### config.mk
export PLATFORM = sky130hd
export DESIGN_NAME = stereo_tone_control_output
export DESIGN_NICKNAME = d
export VERILOG_FILES = /design/src/rtl/stc_pkg.sv /design/src/rtl/stc_mac.sv /design/src/rtl/stereo_tone_control_output.sv
export SDC_FILE = /design/constraint.sdc
export NUM_CORES = 1
export LEC_CHECK = 0
export ABC_AREA = 1
export BUFFER_PORTS_ARGS = -buffer_cell sky130_fd_sc_hd__buf_4
export CORE_ASPECT_RATIO = 0.7
export CORE_MARGIN = 2
export CORE_UTILIZATION = 57
export CTS_CLUSTER_SIZE = 28
export DETAILED_ROUTE_END_ITERATION = 7
export PLACE_DENSITY = 0.84
export SETUP_SLACK_MARGIN = 0.1
export SYNTH_ARGS = -nofsm -noshare
export SYNTH_HDL_FRONTEND = slang
export SYNTH_SLANG_ARGS = --single-unit
### constraint.sdc
create_clock -name clock -period 20.4 [get_ports clock]
set_input_delay 4.08 -clock clock [delete_from_list [all_inputs] [get_ports clock]]
set_output_delay 4.08 -clock clock [all_outputs]
set_load 0.05 [all_outputs]
### src/rtl/stc_pkg.sv
`timescale 1ns / 1ps

package stc_pkg;

   localparam int SAMPLE_W  = 16;
   localparam int VOL_W     = 6;
   localparam int GAIN_W    = 5;
   localparam int TPS_W     = 18;
   localparam int SEC_W     = 6;
   localparam int MIN_W     = 8;
   localparam int ACC_W     = 32;
   localparam int LPMIX_W   = 14;
   localparam int HPSUM_W   = 18;

   localparam logic signed [SAMPLE_W-1:0] LP_IN_COEF = 16'sd2268;
   localparam logic signed [SAMPLE_W-1:0] LP_FB_COEF = 16'sd30500;
   localparam logic signed [ACC_W-1:0]    CLAMP_HI   = 32'sd32766;
   localparam logic signed [ACC_W-1:0]    CLAMP_LO   = -32'sd32766;
   localparam logic [SEC_W-1:0]           SECS_PER_MIN = 6'd60;
   localparam logic [MIN_W-1:0]           MINUTES_MAX  = 8'd255;
   localparam logic [VOL_W-1:0]           VOLUME_RST   = 6'd8;
   localparam logic [TPS_W-1:0]           TPS_RST      = 18'd88200;

   typedef enum logic [1:0] {
      CSR_VOLUME,
      CSR_BASS_GAIN,
      CSR_TREBLE_GAIN,
      CSR_TICKS_PER_SECOND
   } csr_index_type;

   typedef struct packed {
      logic signed [SAMPLE_W-1:0] raw_sample;
      logic                       active;
   } req_type;

   typedef struct packed {
      logic [SAMPLE_W-1:0] dac_word;
      logic                is_left;
      logic [SEC_W-1:0]    play_seconds;
      logic [MIN_W-1:0]    play_minutes;
   } rsp_type;

   typedef struct packed {
      logic enable;
      logic clear;
   } mac_ctl_type;

endpackage

### src/rtl/stc_mac.sv
`timescale 1ns / 1ps

module stc_mac (
   input  logic                                 clock,
   input  stc_pkg::mac_ctl_type                 ctl,
   input  logic signed [stc_pkg::SAMPLE_W-1:0]  op_a,
   input  logic signed [stc_pkg::SAMPLE_W-1:0]  op_b,
   input  logic signed [stc_pkg::ACC_W-1:0]     addend,
   output logic signed [stc_pkg::ACC_W-1:0]     acc
);
   import stc_pkg::*;

   logic signed [ACC_W-1:0] acc_ff;
   logic signed [ACC_W-1:0] acc_in;
   logic signed [ACC_W-1:0] product;

   assign product = op_a * op_b;
   assign acc_in  = (ctl.clear ? addend : acc_ff) + product;
   assign acc     = acc_ff;

   always_ff @(posedge clock) begin
      if (ctl.enable) begin
         acc_ff <= acc_in;
      end
   end

endmodule

### src/rtl/stereo_tone_control_output.sv
// Stereo bass/treble tone control with one-bit-late DAC framing and a playback
// clock. Requests carry interleaved samples, left first. An active request runs
// five multiply-accumulate steps through one shared 16x16 MAC unit. Its result is
// loaded from the finish state after the last step, and waits there while the
// output register holds an untaken result; the block takes a new request only in
// idle. An inactive request goes straight to the finish state and loads a zero
// word with the held time. The block accepts one request at a time; a loaded
// result may wait in the output register while the next request is taken.
// Configuration writes are accepted every cycle and belong to idle periods only.
`timescale 1ns / 1ps

module stereo_tone_control_output (
   input  logic                           clock,
   input  logic                           reset,
   input  logic                           req_valid,
   output logic                           req_ready,
   input  stc_pkg::req_type               req_data,
   output logic                           rsp_valid,
   input  logic                           rsp_ready,
   output stc_pkg::rsp_type               rsp_data,
   input  logic                           csr_valid,
   output logic                           csr_ready,
   input  stc_pkg::csr_index_type         csr_index,
   input  logic [stc_pkg::TPS_W-1:0]      csr_data
);
   import stc_pkg::*;

   typedef enum logic [2:0] {
      ST_IDLE,
      ST_VOL,
      ST_LP_IN,
      ST_LP_FB,
      ST_BASS,
      ST_TREBLE,
      ST_DONE
   } state_type;

   state_type state_ff, state_in;

   logic signed [SAMPLE_W-1:0] x_ff, x_in;
   logic signed [SAMPLE_W-1:0] s_ff, s_in;
   logic signed [LPMIX_W-1:0]  hp_mix_ff, hp_mix_in;
   logic                       active_ff, active_in;
   logic                       left_ff, left_in;
   logic                       toggle_ff, toggle_in;
   logic                       carry_ff, carry_in;
   logic signed [SAMPLE_W-1:0] lp_left_ff, lp_left_in, lp_right_ff, lp_right_in;
   logic signed [SAMPLE_W-1:0] hp_left_ff, hp_left_in, hp_right_ff, hp_right_in;
   logic signed [SAMPLE_W-1:0] in_left_ff, in_left_in, in_right_ff, in_right_in;
   logic [TPS_W-1:0]           tick_ff, tick_in;
   logic [SEC_W-1:0]           sec_ff, sec_in;
   logic [MIN_W-1:0]           min_ff, min_in;
   logic [VOL_W-1:0]           volume_ff, volume_in;
   logic signed [GAIN_W-1:0]   bass_ff, bass_in;
   logic signed [GAIN_W-1:0]   treble_ff, treble_in;
   logic [TPS_W-1:0]           tps_ff, tps_in;
   rsp_type                    rsp_ff, rsp_in;
   logic                       rsp_valid_ff, rsp_valid_in;

   mac_ctl_type                mac_ctl;
   logic signed [SAMPLE_W-1:0] mac_a, mac_b;
   logic signed [ACC_W-1:0]    mac_addend;
   logic signed [ACC_W-1:0]    acc;

   logic signed [SAMPLE_W-1:0] s_w;
   logic signed [LPMIX_W-1:0]  lp_mix;
   logic signed [SAMPLE_W-1:0] lp_sel, hp_sel, in_sel;
   logic signed [HPSUM_W-1:0]  hp_sum;
   logic signed [ACC_W-1:0]    mix_clamped;
   logic [SAMPLE_W-1:0]        m16;
   logic [TPS_W-1:0]           tick_next;
   logic [SEC_W-1:0]           sec_next;

   stc_mac u_mac (
      .clock  (clock),
      .ctl    (mac_ctl),
      .op_a   (mac_a),
      .op_b   (mac_b),
      .addend (mac_addend),
      .acc    (acc)
   );

   assign s_w    = acc[20:5];
   assign lp_mix = acc[31:18];
   assign lp_sel = left_ff ? lp_left_ff : lp_right_ff;
   assign hp_sel = left_ff ? hp_left_ff : hp_right_ff;
   assign in_sel = left_ff ? in_left_ff : in_right_ff;
   assign hp_sum = {{2{s_ff[SAMPLE_W-1]}}, s_ff} - {{2{in_sel[SAMPLE_W-1]}}, in_sel}
                 + {{2{hp_sel[SAMPLE_W-1]}}, hp_sel};

   assign mix_clamped = (acc > CLAMP_HI) ? CLAMP_HI : ((acc < CLAMP_LO) ? CLAMP_LO : acc);
   assign m16         = mix_clamped[SAMPLE_W-1:0];
   assign tick_next   = tick_ff + 1'b1;
   assign sec_next    = sec_ff + 1'b1;

   assign req_ready = (state_ff == ST_IDLE);
   assign rsp_valid = rsp_valid_ff;
   assign rsp_data  = rsp_ff;
   assign csr_ready = 1'b1;

   always_comb begin
      state_in     = state_ff;
      x_in         = x_ff;
      s_in         = s_ff;
      hp_mix_in    = hp_mix_ff;
      active_in    = active_ff;
      left_in      = left_ff;
      toggle_in    = toggle_ff;
      carry_in     = carry_ff;
      lp_left_in   = lp_left_ff;
      lp_right_in  = lp_right_ff;
      hp_left_in   = hp_left_ff;
      hp_right_in  = hp_right_ff;
      in_left_in   = in_left_ff;
      in_right_in  = in_right_ff;
      tick_in      = tick_ff;
      sec_in       = sec_ff;
      min_in       = min_ff;
      volume_in    = volume_ff;
      bass_in      = bass_ff;
      treble_in    = treble_ff;
      tps_in       = tps_ff;
      rsp_in       = rsp_ff;
      rsp_valid_in = rsp_valid_ff && !rsp_ready;
      mac_ctl      = '{enable: 1'b0, clear: 1'b0};
      mac_a        = x_ff;
      mac_b        = {{(SAMPLE_W-VOL_W){1'b0}}, volume_ff};
      mac_addend   = '0;

      if (csr_valid) begin
         case (csr_index)
            CSR_VOLUME:           volume_in = csr_data[VOL_W-1:0];
            CSR_BASS_GAIN:        bass_in   = csr_data[GAIN_W-1:0];
            CSR_TREBLE_GAIN:      treble_in = csr_data[GAIN_W-1:0];
            CSR_TICKS_PER_SECOND: tps_in    = csr_data;
            default: ;
         endcase
      end

      case (state_ff)
         ST_IDLE: begin
            if (req_valid) begin
               x_in      = req_data.raw_sample;
               active_in = req_data.active;
               if (req_data.active) begin
                  toggle_in = !toggle_ff;
                  left_in   = !toggle_ff;
                  state_in  = ST_VOL;
               end else begin
                  state_in  = ST_DONE;
               end
            end
         end
         ST_VOL: begin
            mac_ctl  = '{enable: 1'b1, clear: 1'b1};
            state_in = ST_LP_IN;
         end
         ST_LP_IN: begin
            s_in     = s_w;
            mac_ctl  = '{enable: 1'b1, clear: 1'b1};
            mac_a    = s_w;
            mac_b    = LP_IN_COEF;
            state_in = ST_LP_FB;
         end
         ST_LP_FB: begin
            mac_ctl  = '{enable: 1'b1, clear: 1'b0};
            mac_a    = lp_sel;
            mac_b    = LP_FB_COEF;
            state_in = ST_BASS;
         end
         ST_BASS: begin
            hp_mix_in = hp_sum[HPSUM_W-1:4];
            if (left_ff) begin
               lp_left_in  = acc[30:15];
               hp_left_in  = hp_sum[16:1];
               in_left_in  = s_ff;
            end else begin
               lp_right_in = acc[30:15];
               hp_right_in = hp_sum[16:1];
               in_right_in = s_ff;
            end
            mac_ctl    = '{enable: 1'b1, clear: 1'b1};
            mac_a      = {{(SAMPLE_W-LPMIX_W){lp_mix[LPMIX_W-1]}}, lp_mix};
            mac_b      = {{(SAMPLE_W-GAIN_W){bass_ff[GAIN_W-1]}}, bass_ff};
            mac_addend = {{(ACC_W-SAMPLE_W){s_ff[SAMPLE_W-1]}}, s_ff};
            state_in   = ST_TREBLE;
         end
         ST_TREBLE: begin
            mac_ctl  = '{enable: 1'b1, clear: 1'b0};
            mac_a    = {{(SAMPLE_W-LPMIX_W){hp_mix_ff[LPMIX_W-1]}}, hp_mix_ff};
            mac_b    = {{(SAMPLE_W-GAIN_W){treble_ff[GAIN_W-1]}}, treble_ff};
            state_in = ST_DONE;
         end
         ST_DONE: begin
            if (!rsp_valid_ff || rsp_ready) begin
               rsp_valid_in = 1'b1;
               state_in     = ST_IDLE;
               if (active_ff) begin
                  rsp_in.dac_word = {carry_ff, m16[SAMPLE_W-1:1]};
                  rsp_in.is_left  = left_ff;
                  carry_in        = m16[0];
                  rsp_in.play_seconds = sec_ff;
                  rsp_in.play_minutes = min_ff;
                  tick_in = tick_next;
                  if (tick_next >= tps_ff) begin
                     tick_in = '0;
                     if (sec_next >= SECS_PER_MIN) begin
                        sec_in = '0;
                        rsp_in.play_seconds = '0;
                        if (min_ff != MINUTES_MAX) begin
                           min_in = min_ff + 1'b1;
                           rsp_in.play_minutes = min_ff + 1'b1;
                        end
                     end else begin
                        sec_in = sec_next;
                        rsp_in.play_seconds = sec_next;
                     end
                  end
               end else begin
                  rsp_in.dac_word     = '0;
                  rsp_in.is_left      = 1'b0;
                  rsp_in.play_seconds = sec_ff;
                  rsp_in.play_minutes = min_ff;
               end
            end
         end
         default: begin
            state_in = ST_IDLE;
         end
      endcase
   end

   always_ff @(posedge clock) begin
      x_ff      <= x_in;
      s_ff      <= s_in;
      hp_mix_ff <= hp_mix_in;
      active_ff <= active_in;
      left_ff   <= left_in;
      rsp_ff    <= rsp_in;
      if (reset) begin
         state_ff     <= ST_IDLE;
         toggle_ff    <= 1'b0;
         carry_ff     <= 1'b0;
         lp_left_ff   <= '0;
         lp_right_ff  <= '0;
         hp_left_ff   <= '0;
         hp_right_ff  <= '0;
         in_left_ff   <= '0;
         in_right_ff  <= '0;
         tick_ff      <= '0;
         sec_ff       <= '0;
         min_ff       <= '0;
         volume_ff    <= VOLUME_RST;
         bass_ff      <= '0;
         treble_ff    <= '0;
         tps_ff       <= TPS_RST;
         rsp_valid_ff <= 1'b0;
      end else begin
         state_ff     <= state_in;
         toggle_ff    <= toggle_in;
         carry_ff     <= carry_in;
         lp_left_ff   <= lp_left_in;
         lp_right_ff  <= lp_right_in;
         hp_left_ff   <= hp_left_in;
         hp_right_ff  <= hp_right_in;
         in_left_ff   <= in_left_in;
         in_right_ff  <= in_right_in;
         tick_ff      <= tick_in;
         sec_ff       <= sec_in;
         min_ff       <= min_in;
         volume_ff    <= volume_in;
         bass_ff      <= bass_in;
         treble_ff    <= treble_in;
         tps_ff       <= tps_in;
         rsp_valid_ff <= rsp_valid_in;
      end
   end

`ifndef SYNTHESIS
   a_seconds_range: assert property (@(posedge clock) disable iff (reset)
      sec_ff < SECS_PER_MIN)
      else $error("seconds out of range");

   a_minutes_monotonic: assert property (@(posedge clock) disable iff (reset)
      !$past(reset) |-> min_ff >= $past(min_ff))
      else $error("minutes went backward");

   a_leave_idle: assert property (@(posedge clock) disable iff (reset)
      req_valid && req_ready |=> state_ff != ST_IDLE)
      else $error("request accepted but sequencer stayed idle");

   a_done_loads_result: assert property (@(posedge clock) disable iff (reset)
      state_ff == ST_DONE && state_in == ST_IDLE |=> rsp_valid_ff)
      else $error("finished request without a result");
`endif

endmodule
Yosys cells after proc, flatten, opt, wreduce, memory -nomap -nowiden
Index checks and enable logic that the tools add are counted.
{ "totals": {"in_bits": 42, "out_inout_bits": 34, "wordCells": 97, "reg_bits": 279} }
{ "classes": {"n_mul": 1, "bitwise": 2, "mux": 22, "addsub": 6, "n_reduce_logical": 22, "eq_ne": 12, "magnitude_cmp": 4} }
{ "ops": {"columns": ["cell", "count"], "rows": [
  ["$pmux 16 s4", 2],
  ["$mux 16", 4],
  ["$mux 32", 2],
  ["$add 32x32->32", 1],
  ["$gt 32x16->1 const B", 1],
  ["$lt 32x16->1 const B", 1],
  ["$mul 16x16->32", 1],
  ["$mux 14", 2],
  ["$pmux 3 s7", 1],
  ["$add 17x16->18", 1],
  ["$add 18x1->18 const B", 1],
  ["$ge 18x18->1", 1],
  ["$mux 18", 1],
  ["$reduce_and 2->1", 9],
  ["$sub 16x16->17", 1],
  ["$mux 8", 2],
  ["$mux 15", 1],
  ["$eq 3x3->1 const B", 3],
  ["$mux 3", 3],
  ["$add 8x1->8 const B", 1],
  ["$ne 8x8->1 const B", 1],
  ["$add 6x1->6 const B", 1],
  ["$eq 3x2->1 const B", 2],
  ["$ge 6x6->1 const B", 1],
  ["17 further kinds", 25]
]} }

Depth between registers and ports, before layout
Gate-level depths: netlist of run 1.
{ "logic_depth": {"ltp_word": 5, "ltp_mapped": 36, "depth_no_buf": 36} }

By module
Synthesis of run 1 repeated with hierarchy kept, for this count alone.
{ "hier_totals": {"cells_unflattened": 3407, "area_unflattened_um2": 25998.7} }
{ "modules_own_cells": {"columns": ["mod", "cells_per_inst", "area_per_inst_um2", "instances", "seq_area_each_um2"], "rows": [
  ["stc_mac", 1665, 13075.0, 1, 960.9],
  ["stereo_tone_control_output", 1742, 12923.6, 1, 5735.5]
]} }

Worst setup path after synthesis of run 1
Ideal clock, no wire load.
{ "synth_timing": {"path_type": "flip-flop to flip-flop", "from": "register state_ff[2]", "to": "register u_mac.acc_ff[25], in the netlist u_mac.acc[25] (data pin)", "stages_incl_launch_ff": 27, "period_less_slack_ns": 6.619, "required_ns": 20.141, "path_buffers": 1, "t_arrival_ns": 6.360, "slack_ns": 13.781, "setup_time_ns": 0.259, "path_cell_list": "dfxtp_1 inv_2 nand2_2 nand2_4 inv_4 buf_6 nand2_1 nand2_1 inv_2 nor2_1 inv_1 fa_1 inv_1 fa_1 fa_1 fa_1 fa_1 inv_1 fa_1 inv_1 ha_1 nand2_1 nor4_1 nand4_1 nand3_1 a21oi_1 xnor2_1"} }
{ "synth_between": {"elab_chain_len": 5, "elab_cells_between_ends": 14, "classes_between": "add/sub: 1; mul: 1; eq/ne: 5; mux: 5; reduce/logical: 2"} }
{ "synth_lines": {"columns": ["item", "line_no", "source"], "rows": [
  ["start: declaration", "stereo_tone_control_output.sv:38", "state_type state_ff, state_in;"],
  ["start signal: assignment", "stereo_tone_control_output.sv:259", "state_ff <= state_in;"],
  ["branches (longest 4 deep; another with $mul 16x16->32)", null, null],
  ["$add 32x32->32 *", "stc_mac.sv:18", "assign acc_in = (ctl.clear ? addend : acc_ff) + product;"],
  ["named net u_mac.acc_in[25]", "stc_mac.sv:14", "logic signed [ACC_W-1:0] acc_in;"],
  ["end signal: assignment", "stc_mac.sv:23", "acc_ff <= acc_in;"],
  ["end: declaration", "stc_mac.sv:13", "logic signed [ACC_W-1:0] acc_ff;"]
]} }
Mark *: on every way through the listed nets, which the timed path passes.
A chain may end at the register's enable or synchronous reset.

Worst setup path in the final report of run 1
{ "layout_timing": {"from": "register state_ff[0]", "to": "register u_mac.acc_ff[25], in the netlist u_mac.acc[25] (data pin)"} }
Same word-level chain as after synthesis.

==> results of run 1 <==
## flip-flops by register name, summed over array words and instances (netlist names), 8 cells and up
signal and flops:
u_mac.acc 32, rsp_data 31, tick_ff 18, tps_ff 18, hp_left_ff 16, hp_right_ff 16, in_left_ff 16, in_right_ff 16
lp_left_ff 16, lp_right_ff 16, s_ff 16, x_ff 16, hp_mix_ff 14, min_ff 8
## worst max-delay path, stage by stage (launching register included)
cell and delay [ns]:
dfxtp_1 0.43, nor2_2 0.22, nand2_4 0.25, inv_2 0.56, a221oi_1 0.32, nand2_1 0.35
inv_2 0.16, nor2_1 0.64, inv_1 0.15, fa_1 0.57, inv_1 0.05, fa_1 0.50
fa_1 0.55, fa_1 0.53, fa_1 0.55, inv_1 0.06, fa_1 0.53, inv_1 0.04
ha_1 0.41, nand2_1 0.20, nor4_1 1.14, nand4_1 0.36, nand3_1 0.36, a21oi_1 0.13
xnor2_1 0.14
## logic make-up (layout without fill, tap and decap cells)
logic type               Yosys count  after routing  share of synthesized area, %
other                              1              2                        0.0153
flip-flops                       279            279                          27.3
AO/OA/AOI/OAI                    531            531                          12.1
AND/OR/NAND/NOR                  830            830                          14.5
adder cells (fa/ha/maj)          438            438                          31.5
XOR/XNOR                          59             59                          2.11
buffers and inverters            785            842                          12.4
## cell usage after synthesis, drive strengths merged, types with 46 or more instances
master / n
inv: 702
nand2: 474
fa: 298
o21ai: 240
nor2: 214
a21oi: 211
dfxtp: 168
ha: 140
edfxtp: 111
nand3: 73
clkbuf: 55
xor2: 46
## worst min path at each step
stage | endpoint | slack (ns) | startpoint
floorplan | treble_ff[3]$_SDFFE_PP0P_ | 0.42 | treble_ff[3]$_SDFFE_PP0P_
global placement | lp_right_ff[7]$_SDFFE_PP0P_ | 0.43 | lp_right_ff[7]$_SDFFE_PP0P_
detailed placement | treble_ff[2]$_SDFFE_PP0P_ | 0.44 | treble_ff[2]$_SDFFE_PP0P_
CTS | treble_ff[2]$_SDFFE_PP0P_ | 0.45 | treble_ff[2]$_SDFFE_PP0P_
global route | lp_right_ff[8]$_SDFFE_PP0P_ | 0.47 | lp_right_ff[8]$_SDFFE_PP0P_
finish | in_right_ff[1]$_SDFFE_PP0P_ | 0.45 | in_right_ff[1]$_SDFFE_PP0P_
## stage by stage
step	worst slack [ns]	util [%]	cell area [um^2]
after floorplan	13.78	-	24500
after global placement	11.42	60.0	25400
after detailed placement	11.40	60.0	25400
after CTS	11.37	62.2	26400
after global routing	10.81	62.2	26400
final	10.92	62.3	26400
## cell usage in the layout, fill, tap and decap left out, types with 6 or more instances in the layout
cell type and n:
clkinv_2 7, o21ai_2 7, inv_1 681, o21bai_1 15
xor2_1 46, nand2_1 460, nor2_4 7, ha_1 140
dfxtp_1 168, a21o_1 10, clkbuf_16 29, nor2_2 11
nand3_1 69, nor3_1 26, o21ai_0 223, a221oi_1 8
buf_4 85, a21oi_1 206, o21a_1 6, nor4_1 13
o21ai_1 9, nand2_4 7, xnor2_1 13, inv_2 19
nor2_1 196, o22ai_1 17, nand4_1 24, fa_1 298
nand2_2 6, edfxtp_1 111
## layout make-up
type,instances,share of cell area [%]
Multi-Input combinational cell,1859,56.0
Sequential cell,279,25.4
Inverter,703,10.0
Clock buffer,37,2.98
Tap cell,552,2.62
Timing Repair Buffer,85,2.42
Clock inverter,17,0.626
Antenna cell,1,0.00948
## routing by layer
metal  global-route usage [%]  vias up  share of wire, %
met4                     7.50        2               2.4
met1                     46.6     9804                44
met5                     1.10        -             0.097
li1                         -     9175                 -
met3                     7.79      108                11
met2                     48.1     1056                42
==> impl_metrics.toml, run 1 <==
[final_layout]
ff_latch_area_um2 = 6700
areaGrowthSynthToFinish_pct = 7.71
drive_gt1_share_pct = 7.28
final_cell_count_no_fill = 3533
multi_input_area_um2 = 14800
n_fill_cell = 3537
num-nets-final = 3437

[clock_network]
post_cts_buffers = 0
cts_tree = "built"
cts_sinks = 279
htreeDepth = 1
cts_made_buffers = 29
clk_pin_slew_ns = 0.07
clk_latency_ns = 0.58
cts-root-buf = "clkbuf_16"
cts_max_path_buffers = 3
cts_resized = 0
ctsHoldBuffers = 0

[sta]
max_slew_margin_pct = 9.57
post-route-period-util_pct = 46.5
whs_ns = 0.451
hold_viol = 0
fin_setup_tns_ns = 0
setup_viol = 0
finalCriticalPeriod_ns = 9.48
drv_slew = 0
clock_skew_ns = 0.0208
worst_slew_pin_slew_ns = 1.34
fmax_mhz = 106
rsz0062_at_grt = "no"

[synthesis]
synth.area.top_cells = "fa_1 24%, dfxtp_1 14%, edfxtp_1 14%"
synthesis.area_um2 = 24500
yosysWarnings = 0
synth_nets = 3403
synth_edf_count = 111
async_reset_ff_share_pct = 0
yosysSeqAreaShare_pct = 27.3
avgSynthCellArea_um2 = 8.39
synthCells = 2923
ys_types = 58
yosysTopAreaCell = "fa_1"
ys_seq_elements = 279
synthFlopType = "dfxtp_1"
synth_top_area_share_pct = 24.3

[floorplan]
die_h_um = 177
row_count = 63
core_area_um2 = 42400
start_util_pct = 57.8
die_w_um = 252
die-area_um2 = 44700
io_pins = 76

[global_route]
grt_pass1_vias = 20200
grt_pass1_wl_um = 110000
grt_use_total_pct = 31.9
antenna_found_initial = 0
grt_max_degree = 85
grt_overflow_total = 0

[routing]
drtPass1Iterations = 6
drt_wl_total_um = 69300
ant_nets = 0
drc_errors = 0
drt-initial-drc-count = 2335
wl_per_cell_um = 19.6
num_vias = 20100
viasPerCell = 5.70

[place]
io_buffers = 74
hpwl_um = 54500
dp_cells = 3478
gp_congestion = 1.05

[worst_setup_path]
worst-r2r-setup-slack_ns = 10.92
worst-endpoint-arrival_ns = 9.80
timing.rr.start = "state_ff[0]$_SDFFE_PP0P_"
end_kind = "flip-flop"
start_kind = "flip-flop"
r2r-end = "u_mac.acc[25]$_DFFE_PP_"
cp-endpoint = "u_mac.acc[25]$_DFFE_PP_"
crit_start = "state_ff[0]$_SDFFE_PP0P_"
r2r_cells = 24
path_class = "reg2reg"
cp_max_fo = 28
cp.required_ns = 20.72

[outcome]
run_status = "finished clean"

[hold_path]
min_path_cells = 2
hold_path.class = "reg2reg"

[flow_run]
cap_violations = 0
Power of run 1 is left out: the tool's default activity adds up to more than one toggle a clock period on the data nets, which glitch-free logic cannot reach.
==> run 2: changes to the inputs <==
PLACE_DENSITY = 0.87   (was 0.84)
clock period = 8.3 ns   (was 20.4 ns; I/O delays follow)
==> run 2 against run 1 <==
Effect of this change:
- final area rose by 0.60%
- non-clock buffer count rose by 16
- sequential share of layout area fell by 0.15 points
- die area did not move
==> impl_metrics.toml, run 2 (synthesis gave the netlist of run 1 again) <==
[clock_network]
htreeDepth = 1
clk_pin_slew_ns = 0.07
cts_sinks = 279
ctsHoldBuffers = 0
cts_tree = "built"
clk_latency_ns = 0.58
cts-root-buf = "clkbuf_16"
cts_made_buffers = 28
cts_max_path_buffers = 3

[final_layout]
n_antenna_cell = 0
final_cell_count_no_fill = 3546
layout_common_cells = "680 x inv_1, 460 x nand2_1, 298 x fa_1, 223 x o21ai_0, 206 x a21oi_1"
drive_gt1_share_pct = 7.88
fin_util_pct = 62.6
num-nets-final = 3452
ff_latch_area_um2 = 6700
areaGrowthSynthToFinish_pct = 8.36
n_fill_cell = 3515
final_common_cell = "inv_1"
multi_input_area_um2 = 14800
largest_reg_flops = 32

[worst_setup_path]
path_common_cell = "inv_1"
start_kind = "flip-flop"
path_class = "reg2reg"
end_kind = "flip-flop"
slowest_stage = "dfxtp_1"
critical-path-max-stage-delay_ns = 0.60
worst-endpoint-arrival_ns = 8.17
cp_max_fo = 19
cp.required_ns = 8.62

[sta]
hold_viol = 0
post-route-period-util_pct = 94.6
max_slew_margin_pct = 36.8
fin_setup_tns_ns = 0
worst_slew_pin_slew_ns = 0.948
rsz0062_at_grt = "no"
finalCriticalPeriod_ns = 7.85
fmax_mhz = 127
setup_slack_ns = 0.451
clock_skew_ns = 0.0243
setup_viol = 0
drv_slew = 0

[routing]
drc_errors = 0
drtPass1Iterations = 6
ant_nets = 0
viasPerCell = 5.62
wl_per_cell_um = 18.9
drt_wl_total_um = 67000
num_vias = 19900
drt-initial-drc-count = 2662

[global_route]
grt_pass1_vias = 19600
antenna_found_initial = 0
grt_overflow_total = 0
grt_max_degree = 93
grt_use_total_pct = 30.9
grt_pass1_wl_um = 107000

[floorplan]
die-area_um2 = 44700
core_area_um2 = 42400
die_w_um = 252
die_h_um = 177
start_util_pct = 57.8
io_pins = 76
row_count = 63

[place]
gp_congestion = 1.01
dp_cells = 3494
place_ws_ns = 0.442
hpwl_um = 52300
io_buffers = 74

[hold_path]
hold_path.class = "reg2reg"

[flow_run]
cap_violations = 0

[outcome]
run_status = "finished clean"
run 2: critical path, delay by kind of cell (launching register included):
kind	cells	cell delay (ns)
buf+inv	9	0.99
flops	1	0.60
fa+ha+maj	7	3.38
compound gates	3	0.92
xor+xnor	1	0.08
simple gates	8	1.62
run 2: path summary, 6_finish.rpt:
kind                                    start                     endpoint  slack (ns)  depth (start not counted)
hold reg to reg   in_right_ff[3]$_SDFFE_PP0P_  in_right_ff[3]$_SDFFE_PP0P_        0.45                          2
hold / removal    in_right_ff[3]$_SDFFE_PP0P_  in_right_ff[3]$_SDFFE_PP0P_        0.45                          2
setup reg to reg     state_ff[2]$_SDFFE_PP0P_      u_mac.acc[23]$_DFFE_PP_        0.45                         28
setup / recovery     state_ff[2]$_SDFFE_PP0P_      u_mac.acc[23]$_DFFE_PP_        0.45                         28
run 2: layer usage:
metal | GRT usage (%) | vias to the layer above | wire, um
li1 | - | 9189 | -
met1 | 45.4 | 9460 | 28800
met2 | 44.7 | 1153 | 27600
met3 | 9.08 | 113 | 8750
met4 | 7.89 | 0 | 1840
met5 | 0 | - | 0
run 2: stage by stage:
step | instance area, um^2 | hold WS [ns]
after global routing | 26600 | 0.463
after detailed placement | 25600 | 0.439
after global placement | 25600 | 0.436
after CTS | 26500 | 0.449
final | 26600 | 0.451
after floorplan | 24500 | 0.424
run 2: area by class of cell:
type                    instances  share of cell area, %
multi-input cells            1859                   55.7
clock buffers                  42                   3.26
clock inverters                10                  0.363
inverters                     703                   9.98
repair buffers                101                   2.85
flip-flops and latches        279                   25.2
well taps                     552                   2.60
run 2: timing repair:
action | CTS | global route
buffers inserted | 0 | 0
setup endpoints to repair | 0 | 6
gates resized for setup | 0 | 9
Power of run 2 is left out for the same reason.
